<file path="src/lctc_pkg.sv">
// ----------------------------------------------------------------------------
// lctc_pkg
// Shared types, constants and helper functions for the Luhn card check.
// ----------------------------------------------------------------------------
package lctc_pkg;

  localparam int unsigned CardW       = 54;
  localparam int unsigned NumDigits   = 17;
  localparam int unsigned BcdW        = 4 * NumDigits;
  localparam int unsigned BitsPerStep = 3;
  localparam int unsigned ConvSteps   = CardW / BitsPerStep;
  localparam int unsigned ScanSteps   = NumDigits;
  localparam int unsigned MinDigits   = 13;
  localparam int unsigned MaxDigits   = 16;
  localparam int unsigned CountW      = 5;

  typedef logic [BcdW-1:0]   bcd_t;
  typedef logic [CountW-1:0] cnt_t;
  typedef logic [3:0]        digit_t;

  typedef enum logic [1:0] {
    CLS_NONE = 2'd0,
    CLS_PFX3 = 2'd1,
    CLS_PFX5 = 2'd2,
    CLS_PFX4 = 2'd3
  } card_class_e;

  typedef enum logic [1:0] {
    ST_IDLE,
    ST_CONV,
    ST_SCAN,
    ST_EMIT
  } lctc_state_e;

  // One shift-add-3 step: adjust every BCD digit, then shift in one bit.
  function automatic bcd_t dd_step(bcd_t v, logic b);
    bcd_t a;
    for (int i = 0; i < NumDigits; i++) begin
      a[4*i +: 4] = (v[4*i +: 4] >= 4'd5) ? v[4*i +: 4] + 4'd3 : v[4*i +: 4];
    end
    return {a[BcdW-2:0], b};
  endfunction

  // Digit sum of a doubled decimal digit.
  function automatic digit_t luhn_dbl(digit_t d);
    logic [4:0] t;
    t = {d, 1'b0};
    return (d < 4'd5) ? digit_t'(t) : digit_t'(t - 5'd9);
  endfunction

endpackage

</file>
<file path="src/luhn_card_type_check.sv">
// ----------------------------------------------------------------------------
// luhn_card_type_check
// Converts a binary card number to decimal, forms the Luhn sum and count,
// and classes a passing number by its leading digits.
// ----------------------------------------------------------------------------
//  channel | signals                                   | direction
//  input   | in_valid_i, in_stall_o, card_number_i     | sink
//  output  | out_valid_o, out_stall_i, card_class_o,   | source
//          | luhn_ok_o, digit_count_o                  |
//
//  An item passes from acceptance to its result in the output register
//  through shift-add-3 conversion, three bits per cycle, then the Luhn
//  scan, one digit per cycle, then a classify step.
//  in_stall_o is high while an item is converted, scanned or waiting for a
//  full output register. A result waits in the output register while
//  out_stall_i is high; the next item can be accepted meanwhile.
//  rst_ni clears the sequencer and the output valid flag at once.
// ----------------------------------------------------------------------------
module luhn_card_type_check import lctc_pkg::*; (
  input  logic             clk_i,
  input  logic             rst_ni,
  input  logic             in_valid_i,
  output logic             in_stall_o,
  input  logic [CardW-1:0] card_number_i,
  output logic             out_valid_o,
  input  logic             out_stall_i,
  output logic [1:0]       card_class_o,
  output logic             luhn_ok_o,
  output logic [4:0]       digit_count_o
);

  localparam cnt_t ConvLast = cnt_t'(ConvSteps - 1);
  localparam cnt_t ScanLast = cnt_t'(ScanSteps - 1);
  localparam cnt_t MinCnt   = cnt_t'(MinDigits);
  localparam cnt_t MaxCnt   = cnt_t'(MaxDigits);

  lctc_state_e      state_q, state_d;
  cnt_t             cnt_q, cnt_d;
  logic             out_valid_q, out_valid_d;
  logic [CardW-1:0] bin_q;
  bcd_t             bcd_q;
  digit_t           sum_q, prev_q, hi_q, lo_q;
  cnt_t             count_q;
  logic [1:0]       card_class_q;
  logic             luhn_ok_q;
  cnt_t             digit_count_q;

  logic             accept;
  logic             emit_go;
  bcd_t             bcd_conv;
  digit_t           dig;
  digit_t           contrib;
  logic [4:0]       sum_raw;
  digit_t           sum_d;
  logic             len_ok;
  card_class_e      cls;

  always_comb begin
    state_d = state_q;
    case (state_q)
      ST_IDLE: begin
        if (in_valid_i) state_d = ST_CONV;
      end
      ST_CONV: begin
        if (cnt_q == ConvLast) state_d = ST_SCAN;
      end
      ST_SCAN: begin
        if (cnt_q == ScanLast) state_d = ST_EMIT;
      end
      ST_EMIT: begin
        if (!out_valid_q || !out_stall_i) state_d = ST_IDLE;
      end
      default: state_d = ST_IDLE;
    endcase
  end

  always_comb begin
    in_stall_o = 1'b1;
    emit_go    = 1'b0;
    cnt_d      = cnt_q;
    case (state_q)
      ST_IDLE: begin
        in_stall_o = 1'b0;
        cnt_d      = '0;
      end
      ST_CONV: begin
        cnt_d = (cnt_q == ConvLast) ? '0 : cnt_q + cnt_t'(1);
      end
      ST_SCAN: begin
        cnt_d = cnt_q + cnt_t'(1);
      end
      ST_EMIT: begin
        emit_go = !out_valid_q || !out_stall_i;
      end
      default: in_stall_o = 1'b1;
    endcase
  end

  assign accept = in_valid_i && !in_stall_o;

  always_comb begin
    out_valid_d = out_valid_q;
    if (emit_go) begin
      out_valid_d = 1'b1;
    end else if (out_valid_q && !out_stall_i) begin
      out_valid_d = 1'b0;
    end
  end

  assign bcd_conv = dd_step(dd_step(dd_step(bcd_q, bin_q[CardW-1]), bin_q[CardW-2]),
                            bin_q[CardW-3]);
  assign dig      = bcd_q[3:0];
  assign contrib  = cnt_q[0] ? luhn_dbl(dig) : dig;
  assign sum_raw  = {1'b0, sum_q} + {1'b0, contrib};
  assign sum_d    = (sum_raw >= 5'd10) ? digit_t'(sum_raw - 5'd10) : digit_t'(sum_raw);

  assign len_ok = (count_q >= MinCnt) && (count_q <= MaxCnt);

  always_comb begin
    cls = CLS_NONE;
    if (len_ok && (sum_q == 4'd0)) begin
      if ((hi_q == 4'd3) && ((lo_q == 4'd4) || (lo_q == 4'd7))) begin
        cls = CLS_PFX3;
      end else if ((hi_q == 4'd5) && (lo_q >= 4'd1) && (lo_q <= 4'd5)) begin
        cls = CLS_PFX5;
      end else if (hi_q == 4'd4) begin
        cls = CLS_PFX4;
      end
    end
  end

  always_ff @(posedge clk_i or negedge rst_ni) begin
    if (!rst_ni) begin
      state_q     <= ST_IDLE;
      cnt_q       <= '0;
      out_valid_q <= 1'b0;
    end else begin
      state_q     <= state_d;
      cnt_q       <= cnt_d;
      out_valid_q <= out_valid_d;
    end
  end

  always_ff @(posedge clk_i) begin
    if (accept) begin
      bin_q   <= card_number_i;
      bcd_q   <= '0;
      sum_q   <= '0;
      prev_q  <= '0;
      hi_q    <= '0;
      lo_q    <= '0;
      count_q <= cnt_t'(1);
    end else if (state_q == ST_CONV) begin
      bcd_q <= bcd_conv;
      bin_q <= {bin_q[CardW-BitsPerStep-1:0], {BitsPerStep{1'b0}}};
    end else if (state_q == ST_SCAN) begin
      bcd_q  <= {4'd0, bcd_q[BcdW-1:4]};
      sum_q  <= sum_d;
      prev_q <= dig;
      if (dig != 4'd0) begin
        count_q <= cnt_q + cnt_t'(1);
        hi_q    <= dig;
        lo_q    <= prev_q;
      end
    end
    if (emit_go) begin
      card_class_q  <= cls;
      luhn_ok_q     <= (sum_q == 4'd0);
      digit_count_q <= count_q;
    end
  end

  assign out_valid_o   = out_valid_q;
  assign card_class_o  = card_class_q;
  assign luhn_ok_o     = luhn_ok_q;
  assign digit_count_o = digit_count_q;

endmodule

</file>
<file path="config.mk">
export PLATFORM = sky130hd
export DESIGN_NAME = luhn_card_type_check
export DESIGN_NICKNAME = d
export VERILOG_FILES = /design/src/lctc_pkg.sv /design/src/luhn_card_type_check.sv
export SDC_FILE = /design/constraint.sdc
export NUM_CORES = 1
export LEC_CHECK = 0
export ABC_CLOCK_PERIOD_IN_PS = 3630
export BUFFER_PORTS_ARGS = -buffer_cell sky130_fd_sc_hd__buf_2
export CORE_MARGIN = 2
export CORE_UTILIZATION = 55
export CTS_BUF_LIST = sky130_fd_sc_hd__clkbuf_4 sky130_fd_sc_hd__clkbuf_8
export DETAILED_ROUTE_END_ITERATION = 16
export PLACE_DENSITY = 0.75
export RECOVER_POWER = 50
export SYNTH_ARGS = -nofsm -noshare
export SYNTH_HDL_FRONTEND = slang
export SYNTH_SLANG_ARGS = --single-unit
</file>
<file path="constraint.sdc">
create_clock -name clk_i -period 3.63 [get_ports clk_i]
set_input_delay 0.5445 -clock clk_i [delete_from_list [all_inputs] [get_ports clk_i]]
set_output_delay 0.5445 -clock clk_i [all_outputs]
set_load 0.01 [all_outputs]
</file>
=== After elaboration in Yosys (flattened, before gate mapping) ===
Index checks and enable logic that the tools add are counted.

* Register bits after elaboration: 159
* Input port bits: 58
* Output and inout bits: 10

* Add/subtract/negate cells: 55
* $lt $le $gt $ge: 57
* Equality and inequality tests: 14
* Muxes and demuxes: 72
* Bitwise logic cells: 2
* Reduce and logical (&&, ||, !) cells: 22

{| class="wikitable"
|+ Operators by type and width
! operator !! number
|-
| greater-or-equal comparator 4 x 3 -> 1 bit (second input constant) || 51
|-
| two-way mux 4 bit || 51
|-
| adder 4 x 2 -> 4 bit (second input constant) || 48
|-
| two-way mux 68 bit || 2
|-
| two-way mux 54 bit || 2
|-
| == test 4 x 3 -> 1 bit (second input constant) || 4
|-
| one-hot mux 5 bit (3 select lines) || 1
|-
| two-way mux 2 bit || 6
|-
| == test 5 bit (second input constant) || 2
|-
| greater-or-equal comparator 5 x 4 -> 1 bit (second input constant) || 2
|-
| adder 3 x 2 -> 3 bit (second input constant) || 3
|-
| two-way mux 3 bit || 3
|-
| inequality test 2 bit (second input constant) || 4
|-
| one-hot mux 2 bit (4 select lines) || 1
|-
| subtractor 4 bit (second input constant) || 2
|-
| logical AND 1 bit || 7
|-
| nonzero test 2 bit || 3
|-
| adder 4 x 4 -> 5 bit || 1
|-
| adder 5 x 1 -> 5 bit (second input constant) || 1
|-
| less-or-equal comparator 5 bit (second input constant) || 1
|-
| two-way mux 1 bit || 5
|-
| two-way mux 5 bit || 1
|-
| == test 2 bit (second input constant) || 2
|-
| == test 4 x 2 -> 1 bit (second input constant) || 1
|-
| other kinds (15) || 18
|}

=== Logic depth before layout (Yosys ltp) ===
Gate-level depths: netlist of run 1.

* Depth after elaboration: 7
* Mapped depth: 16

=== Worst setup path after synthesis of run 1 ===
No wires, ideal clock.

* Kind: register -> register
* Start point: reg bcd_q[0]
* End point: reg sum_q[2]
* Library setup time: 86 ps
* Data arrival time: 3,094 ps
* Path slack: 451 ps
* Cell stages (with the launch flop): 17
* Buffers on the path: 1
* Path through: dfxtp_1 > buf_2 > inv_1 > ha_1 > inv_1 > a21oi_1 > xnor2_1 > nand2_1 > o21ai_0 > inv_1 > fa_1 > xor2_1 > ha_1 > nand2_1 > a21boi_0 > mux2_2 > a211oi_1

* Cells in the longest elaborated chain, start to end: 6
* Elaborated cells between the ends (all ways): 8
* Those cells by class: add/sub: 3; order compare: 2; mux: 3

{| class="wikitable"
|+ Ends and longest elaborated chain
! element !! line !! source
|-
| from (decl) || luhn_card_type_check.sv:41 || <nowiki>bcd_t bcd_q;</nowiki>
|-
| from (signal assigned) || luhn_card_type_check.sv:154 || <nowiki>bcd_q <= bcd_conv;</nowiki>
|-
| from (signal assigned) || luhn_card_type_check.sv:157 || <nowiki>bcd_q <= {4'd0, bcd_q[BcdW-1:4]};</nowiki>
|-
| subtractor 4 bit / < comparator 4 x 3 -> 1 bit (equally long branches) || lctc_pkg.sv:48 || <nowiki>return (d < 4'd5) ? digit_t'(t) : digit_t'(t - 5'd9);</nowiki>
|-
| two-way mux 4 bit || lctc_pkg.sv:48 ||
|-
| two-way mux 4 bit * || luhn_card_type_check.sv:113 || <nowiki>assign contrib = cnt_q[0] ? luhn_dbl(dig) : dig;</nowiki>
|-
| adder 4 x 4 -> 5 bit * || luhn_card_type_check.sv:114 || <nowiki>assign sum_raw = {1'b0, sum_q} + {1'b0, contrib};</nowiki>
|-
| subtractor 4 bit / greater-or-equal comparator 5 x 4 -> 1 bit (equally long branches) || luhn_card_type_check.sv:115 || <nowiki>assign sum_d = (sum_raw >= 5'd10) ? digit_t'(sum_raw - 5'd10) : digit_t'(sum_raw);</nowiki>
|-
| two-way mux 4 bit * || luhn_card_type_check.sv:115 ||
|-
| to (signal assigned) || luhn_card_type_check.sv:158 || <nowiki>sum_q <= sum_d;</nowiki>
|-
| to (decl) || luhn_card_type_check.sv:42 || <nowiki>digit_t sum_q, prev_q, hi_q, lo_q;</nowiki>
|}

Mark *: on every way between the ends. The rest lies on a longest branch, timed or not.
A chain may end at the register's enable or synchronous reset.

=== Worst setup path in the final report of run 1 ===
* Start point: reg bcd_q[1]
* End point: reg sum_q[2]

The elaborated chain is that of the path after synthesis.

==> flow_summary.json, run 1 <==
{
  "drive_above_1_share_pct": 11.4,
  "cp_slowest_stage_delay_ns": 0.44,
  "period_share_pct": 92.2,
  "timing.rr.end": "sum_q[2]",
  "r2r_setup_slack_ns": 0.28,
  "setup_violations": 0,
  "reg2reg_depth": 15,
  "yosys_warnings": 0,
  "cp.arrival_ns": 3.73,
  "drt_iter0_markers": 679,
  "cp_cell_sequence": "inv_1, ha_2, inv_1, a21oi_2, xnor2_1, nand2_1, o21ai_0, inv_1, fa_1, xor2_1, ha_1, nand2_1, a21boi_1, mux2_2, a211oi_1",
  "grt_overflow": 0,
  "skew_ns": 0.0187,
  "rsz0062_at_grt": "no",
  "cp-end-kind": "flop",
  "grt_max_degree": 77,
  "clk_latency_ns": 0.48,
  "fin_nets": 1599,
  "core_area_mm2": 0.0209,
  "path_class": "flop to flop",
  "slowest_stage": "fa_1",
  "grt_pass1_vias": 9515,
  "outcome": "complete, no violations",
  "finalSetupTns_ns": 0,
  "cts_setup_buffers": 0,
  "rows": 53,
  "grt_pass1_wl_um": 44500,
  "syn_to_final_growth_pct": 7.88,
  "start_kind": "flop",
  "layout_common_cells": "nand2_1 (248), a21oi_1 (128), o21ai_0 (93), dfxtp_1 (88), nor2_1 (77)",
  "maxSlewHeadroom_pct": 25.1,
  "synth_seq_area_share_pct": 33.0,
  "synth_nets": 1562,
  "grt.total_usage_pct": 24.0,
  "ys_types": 77,
  "ys.flop_type": "dfxtp_1",
  "synthCells": 1439,
  "cts_tree": "built",
  "vias": 10400,
  "start_util_pct": 55.8,
  "synth_edf_count": 62,
  "drt.antenna.violating_nets": 0,
  "hpwl_um": 18100,
  "clock.fmax_mhz": 299,
  "layout_commonest_cell": "nand2_1",
  "clkTransAtPathRegs_ns": 0.09,
  "async_reset_ff_share_pct": 5.03,
  "syn_area_mm2": 0.0117,
  "holdPathStages": 2,
  "die_y_um": 150,
  "clock_path_buffers": 2,
  "finalWirelength_um": 26500,
  "avgSynthCellArea_um2": 8.10,
  "clock-sinks": 159,
  "cap_violations": 0,
  "cp.required_ns": 4.01,
  "avgRoutedWirePerCell_um": 15.0,
  "worstSetupEndpoint": "sum_q[2]",
  "vias_per_cell": 5.91,
  "cp_max_fo": 6,
  "r2r-start": "bcd_q[1]",
  "fp.dieW_um": 150,
  "gp_congestion": 0.832,
  "n_antenna_cell": 0,
  "root_buffer": "clkbuf_8",
  "num_io_pins": 68,
  "htreeDepth": 4,
  "maxSlewViolCount": 0,
  "crit_start": "bcd_q[1]",
  "hp-class": "input pin to flop",
  "max_slew.worst_pin.slew_ns": 1.12,
  "cts_buffers": 17,
  "fillers": 1889,
  "cpMostUsedCell": "inv_1",
  "finalHoldViolCount": 0,
  "drc_errors": 0,
  "die_area_mm2": 0.0224,
  "layout_setup_ws_ns": 0.282,
  "post-place-ws_ns": 0.0984,
  "firstDrtPassIters": 5,
  "antenna_found_initial": 0,
  "portBuffers": 67,
  "ys_ff_latch": 159,
  "period_minus_slack_ns": 3.35
}
synth_stat cells, drive strengths merged (29+ instances only):
master / number / area share [%]
nand2: 249 / 8.0
o21ai: 116 / 5.0
nor2: 78 / 2.5
clkbuf: 50 / 1.6
a21oi: 137 / 6.2
mux2i: 34 / 2.9
dfxtp: 89 / 15
ha: 64 / 6.9
a31oi: 51 / 2.8
a211oi: 29 / 1.9
nand2b: 34 / 1.8
inv: 78 / 2.5
edfxtp: 62 / 16
xnor2: 42 / 3.3
flip-flops by register name (all words and copies together) (netlist names), 4 cells and up:
signal,count
bin_q,54
lo_q,4
count_q,5
prev_q,4
sum_q,4
hi_q,4
digit_count_o,5
cnt_q,5
bcd_q,68
worst min-delay path by stage:
stage / from / endpoint
floorplan: rst_ni / cnt_q[0]
global placement: rst_ni / out_valid_o
detailed placement: rst_ni / out_valid_o
CTS: out_stall_i / out_valid_o
global route: out_stall_i / out_valid_o
finish: out_stall_i / out_valid_o
metal layers:
metal	wire (um)	vias up	global-route usage, %
met1	12400	4900	32.6
met5	0	-	0
met2	12800	219	40.3
li1	-	5294	-
met3	1140	17	3.57
met4	229	0	5.48
through the flow:
step	area (um2)	util (%)	cells	hold slack, ns
floorplan	11700	-	1439	0.249
global placement	12200	58.6	1731	0.393
detailed placement	12200	58.6	1731	0.396
CTS	12600	60.5	1764	0.287
global route	12600	60.2	1764	0.290
finish	12600	60.2	1764	0.298
repair_timing:
item,CTS,global route
hold endpoints to repair,8,0
endpoints found under the setup margin,0,1
gates resized for setup,0,4
hold buffers,1,0
kinds of logic after synthesis:
family | Yosys count | share of synthesized area, %
adder cells (fa/ha/maj) | 65 | 7.04
buffers and inverters | 143 | 4.69
multiplexers | 59 | 5.33
AO/OA/AOI/OAI | 492 | 27.4
flip-flops | 159 | 33.0
XOR/XNOR | 57 | 4.44
AND/OR/NAND/NOR | 464 | 18.1
cell type report:
| cell class | count | area [um2] | share of cell area [%] |
|---|---|---|---|
| flip-flops and latches | 159 | 3840 | 30.6 |
| well taps | 275 | 344 | 2.74 |
| inverters | 80 | 302 | 2.40 |
| clock inverters | 14 | 149 | 1.18 |
| repair buffers | 81 | 418 | 3.32 |
| clock buffers | 18 | 241 | 1.92 |
| multi-input cells | 1137 | 7280 | 57.9 |
critical path, delay by kind of cell, from the launching register on:
kind / cells / cell delay (ns)
adders and majority gates: 3 / 0.93
AOI/OAI and AO/OA: 4 / 0.78
xor gates and xnor gates: 2 / 0.37
muxes: 1 / 0.37
DFF: 1 / 0.36
buffers and inverters: 3 / 0.33
and+or+nand+nor: 2 / 0.13
Power of run 1 is left out: the tool's default activity adds up to more than one toggle a clock period on the data nets, which glitch-free logic cannot reach.
==> run 2: changes to the inputs <==
--- a/config.mk
+++ b/config.mk
@@ -5,6 +5,7 @@
 export SDC_FILE = /design/constraint.sdc
 export NUM_CORES = 1
 export LEC_CHECK = 0
+export ABC_AREA = 1
 export ABC_CLOCK_PERIOD_IN_PS = 3630
 export BUFFER_PORTS_ARGS = -buffer_cell sky130_fd_sc_hd__buf_2
 export CORE_MARGIN = 2
==> run 2 against run 1 <==
Via count up 7.3%; count of clock-buffer cells in the layout down 1; sequential share of layout area down 0.83 points; area after synthesis up 2.2%; critical path depth up 4; largest cell class unchanged.
==> flow_summary.json, run 2 <==
{
  "outcome": "complete, no violations",
  "maxSlewHeadroom_pct": 6.75,
  "grt.total_usage_pct": 24.0,
  "worst-path-stages": 19,
  "drive_above_1_share_pct": 15.4,
  "post-place-ws_ns": 0.121,
  "clock.fmax_mhz": 301,
  "period_minus_slack_ns": 3.32,
  "grt_max_degree": 62,
  "r2r-start": "bcd_q[0]",
  "finalSetupTns_ns": 0,
  "syn_area_mm2": 0.0119,
  "clkTransAtPathRegs_ns": 0.10,
  "yosys-top-cells-area": "nand2_1 (19%), edfxtp_1 (16%), dfxtp_1 (15%)",
  "hp-class": "input pin to flop",
  "avgSynthCellArea_um2": 6.82,
  "fp.dieW_um": 151,
  "crit_start": "bcd_q[0]",
  "firstDrtPassIters": 5,
  "portBuffers": 67,
  "async_reset_ff_share_pct": 5.03,
  "max_slew.worst_pin.slew_ns": 1.40,
  "syn_to_final_growth_pct": 8.51,
  "synth_edf_count": 62,
  "die_area_mm2": 0.0229,
  "path_class": "flop to flop",
  "layout_common_cells": "nand2_1 (594), inv_1 (195), a21oi_1 (127), nand3_1 (125), o21ai_0 (103)",
  "grt_pass1_vias": 10300,
  "hpwl_um": 19200,
  "synth_seq_area_share_pct": 32.3,
  "path_buf_inv": 5,
  "cp-end-kind": "flop",
  "cp_slowest_stage_delay_ns": 0.43,
  "timing.rr.end": "sum_q[1]",
  "multiInputGateArea_mm2": 0.00712,
  "layoutNonFillerInstCount": 2082,
  "placed_cells": 2049,
  "grt_pass1_wl_um": 45500,
  "grt_overflow": 0,
  "drt.antenna.violating_nets": 0,
  "layout_setup_ws_ns": 0.310,
  "skew_ns": 0.0135,
  "reg2reg_depth": 19,
  "worstSetupEndpoint": "sum_q[1]",
  "cp_top_family": "adder cells",
  "core_area_mm2": 0.0212,
  "maxSlewViolCount": 0,
  "clock-sinks": 159,
  "fillers": 1983,
  "cap_violations": 0,
  "cpMostUsedCell": "inv_1",
  "num_io_pins": 68,
  "cp.arrival_ns": 3.69,
  "r2r_setup_slack_ns": 0.31,
  "largest_reg_flops": 68,
  "n_antenna_cell": 0,
  "cp_cell_sequence": "inv_1, ha_1, inv_1, nand2_2, nand2_2, xor2_1, nand2_1, o21ai_0, inv_1, fa_1, or2_2, nand2_1, ha_1, inv_1, o21ai_1, nand2_1, xnor2_1, o21ai_0, inv_1",
  "vias_per_cell": 5.37,
  "die_y_um": 151,
  "antenna_found_initial": 0,
  "synthCells": 1746,
  "worstHoldStart": "out_stall_i",
  "setup_violations": 0,
  "synth_most_common_cell": "nand2_1",
  "rsz0062_at_grt": "no",
  "start_util_pct": 56.3,
  "gp_congestion": 0.888,
  "htreeDepth": 4,
  "layout_commonest_cell": "nand2_1",
  "drt_iter0_markers": 633,
  "rows": 53,
  "cp.required_ns": 4.00,
  "period_share_pct": 91.5,
  "yosys_warnings": 0,
  "finalWirelength_um": 26600,
  "drc_errors": 0,
  "root_buffer": "clkbuf_8",
  "largest-register": "bcd_q",
  "slowest_stage": "fa_1",
  "cts_setup_buffers": 0,
  "synth_top_area_cell": "nand2_1",
  "clk_latency_ns": 0.48,
  "synth_nets": 1869,
  "reg_top3": "bcd_q x68, bin_q x54",
  "clock_path_buffers": 2,
  "ys_ff_latch": 159,
  "fin_nets": 1917,
  "cts_buffers": 17,
  "start_kind": "flop",
  "finalHoldViolCount": 0,
  "synth_top_area_share_pct": 18.8,
  "design_area_mm2": 0.0129,
  "placed_cell_area_mm2": 0.0125,
  "synthTopCellsByCount": "nand2_1 (596), inv_1 (197), a21oi_1 (127)",
  "ys_types": 43,
  "avgRoutedWirePerCell_um": 12.8,
  "seq_area_mm2": 0.00384,
  "ys.flop_type": "dfxtp_1",
  "cts_tree": "built",
  "cp_max_fo": 6,
  "vias": 11200
}
==> run 2: changes by cell type in the layout (fill, tap and decap cells not counted), sizes merged, moves of 23 or more <==
cell / previous run / this run
a31oi: 51 / 3
mux2i: 34 / 0
nand3: 13 / 170
nand2b: 34 / 0
nor2: 78 / 36
inv: 85 / 212
a21o: 25 / 2
xnor2: 42 / 4
nand4: 0 / 51
a211oi: 29 / 0
mux2: 25 / 0
nand2: 249 / 677
==> run 2: repair_timing <==
action,in CTS,in global routing
setup endpoints to repair,0,3
hold buffers,1,0
resized for setup,0,4
endpoints found under the hold margin,8,0
==> run 2: layout make-up <==
type | count | area share [%]
multi-input cells | 1333 | 55.0
clock inverters | 15 | 1.55
well taps | 275 | 2.66
flip-flops and latches | 159 | 29.7
clock buffers | 17 | 1.81
inverters | 203 | 5.90
repair buffers | 80 | 3.29
==> run 2: stage by stage <==
| step | util [%] | hold WS [ns] |
|---|---|---|
| global placement | 59.2 | 0.399 |
| global route | 61.1 | 0.318 |
| floorplan | - | 0.249 |
| finish | 61.1 | 0.307 |
| CTS | 61.3 | 0.281 |
| detailed placement | 59.2 | 0.397 |
==> run 2: worst min path at each step <==
stage | slack, ns | endpoint | depth (start not counted)
final | 0.31 | out_valid_o | 3
after detailed placement | 0.40 | cnt_q[1] | 1
after CTS | 0.28 | out_valid_o | 3
after global routing | 0.32 | bin_q[4] | 3
after global placement | 0.40 | cnt_q[1] | 1
after floorplan | 0.25 | cnt_q[0] | 0
==> run 2: logic make-up (layout without fill, tap and decap cells) <==
logic type	after synthesis	count (layout)	synth area share, %
flip-flops	159	159	32.3
buffers and inverters	254	315	8.08
AO/OA/AOI/OAI	302	302	14.4
adder cells (fa/ha/maj)	65	65	6.89
XOR/XNOR	10	10	0.798
AND/OR/NAND/NOR	956	956	37.6
==> run 2: layer usage <==
| metal | wire [um] | GRT usage (%) | up-vias |
|---|---|---|---|
| met2 | 12100 | 39.4 | 210 |
| met4 | 349 | 6.64 | 0 |
| met1 | 12900 | 32.8 | 5076 |
| met5 | 0 | 0 | - |
| met3 | 1220 | 4.07 | 30 |
| li1 | - | - | 5874 |
==> run 2: worst register-to-register path, cell delays in order (launching register included) <==
cell and delay (ns):
dfxtp_2 0.39, inv_1 0.11, ha_1 0.21, inv_1 0.10, nand2_2 0.10, nand2_2 0.11
xor2_1 0.16, nand2_1 0.06, o21ai_0 0.13, inv_1 0.10, fa_1 0.43, or2_2 0.32
nand2_1 0.11, ha_1 0.19, inv_1 0.05, o21ai_1 0.17, nand2_1 0.13, xnor2_1 0.15
o21ai_0 0.15, inv_1 0.06
Power of run 2 is left out for the same reason.
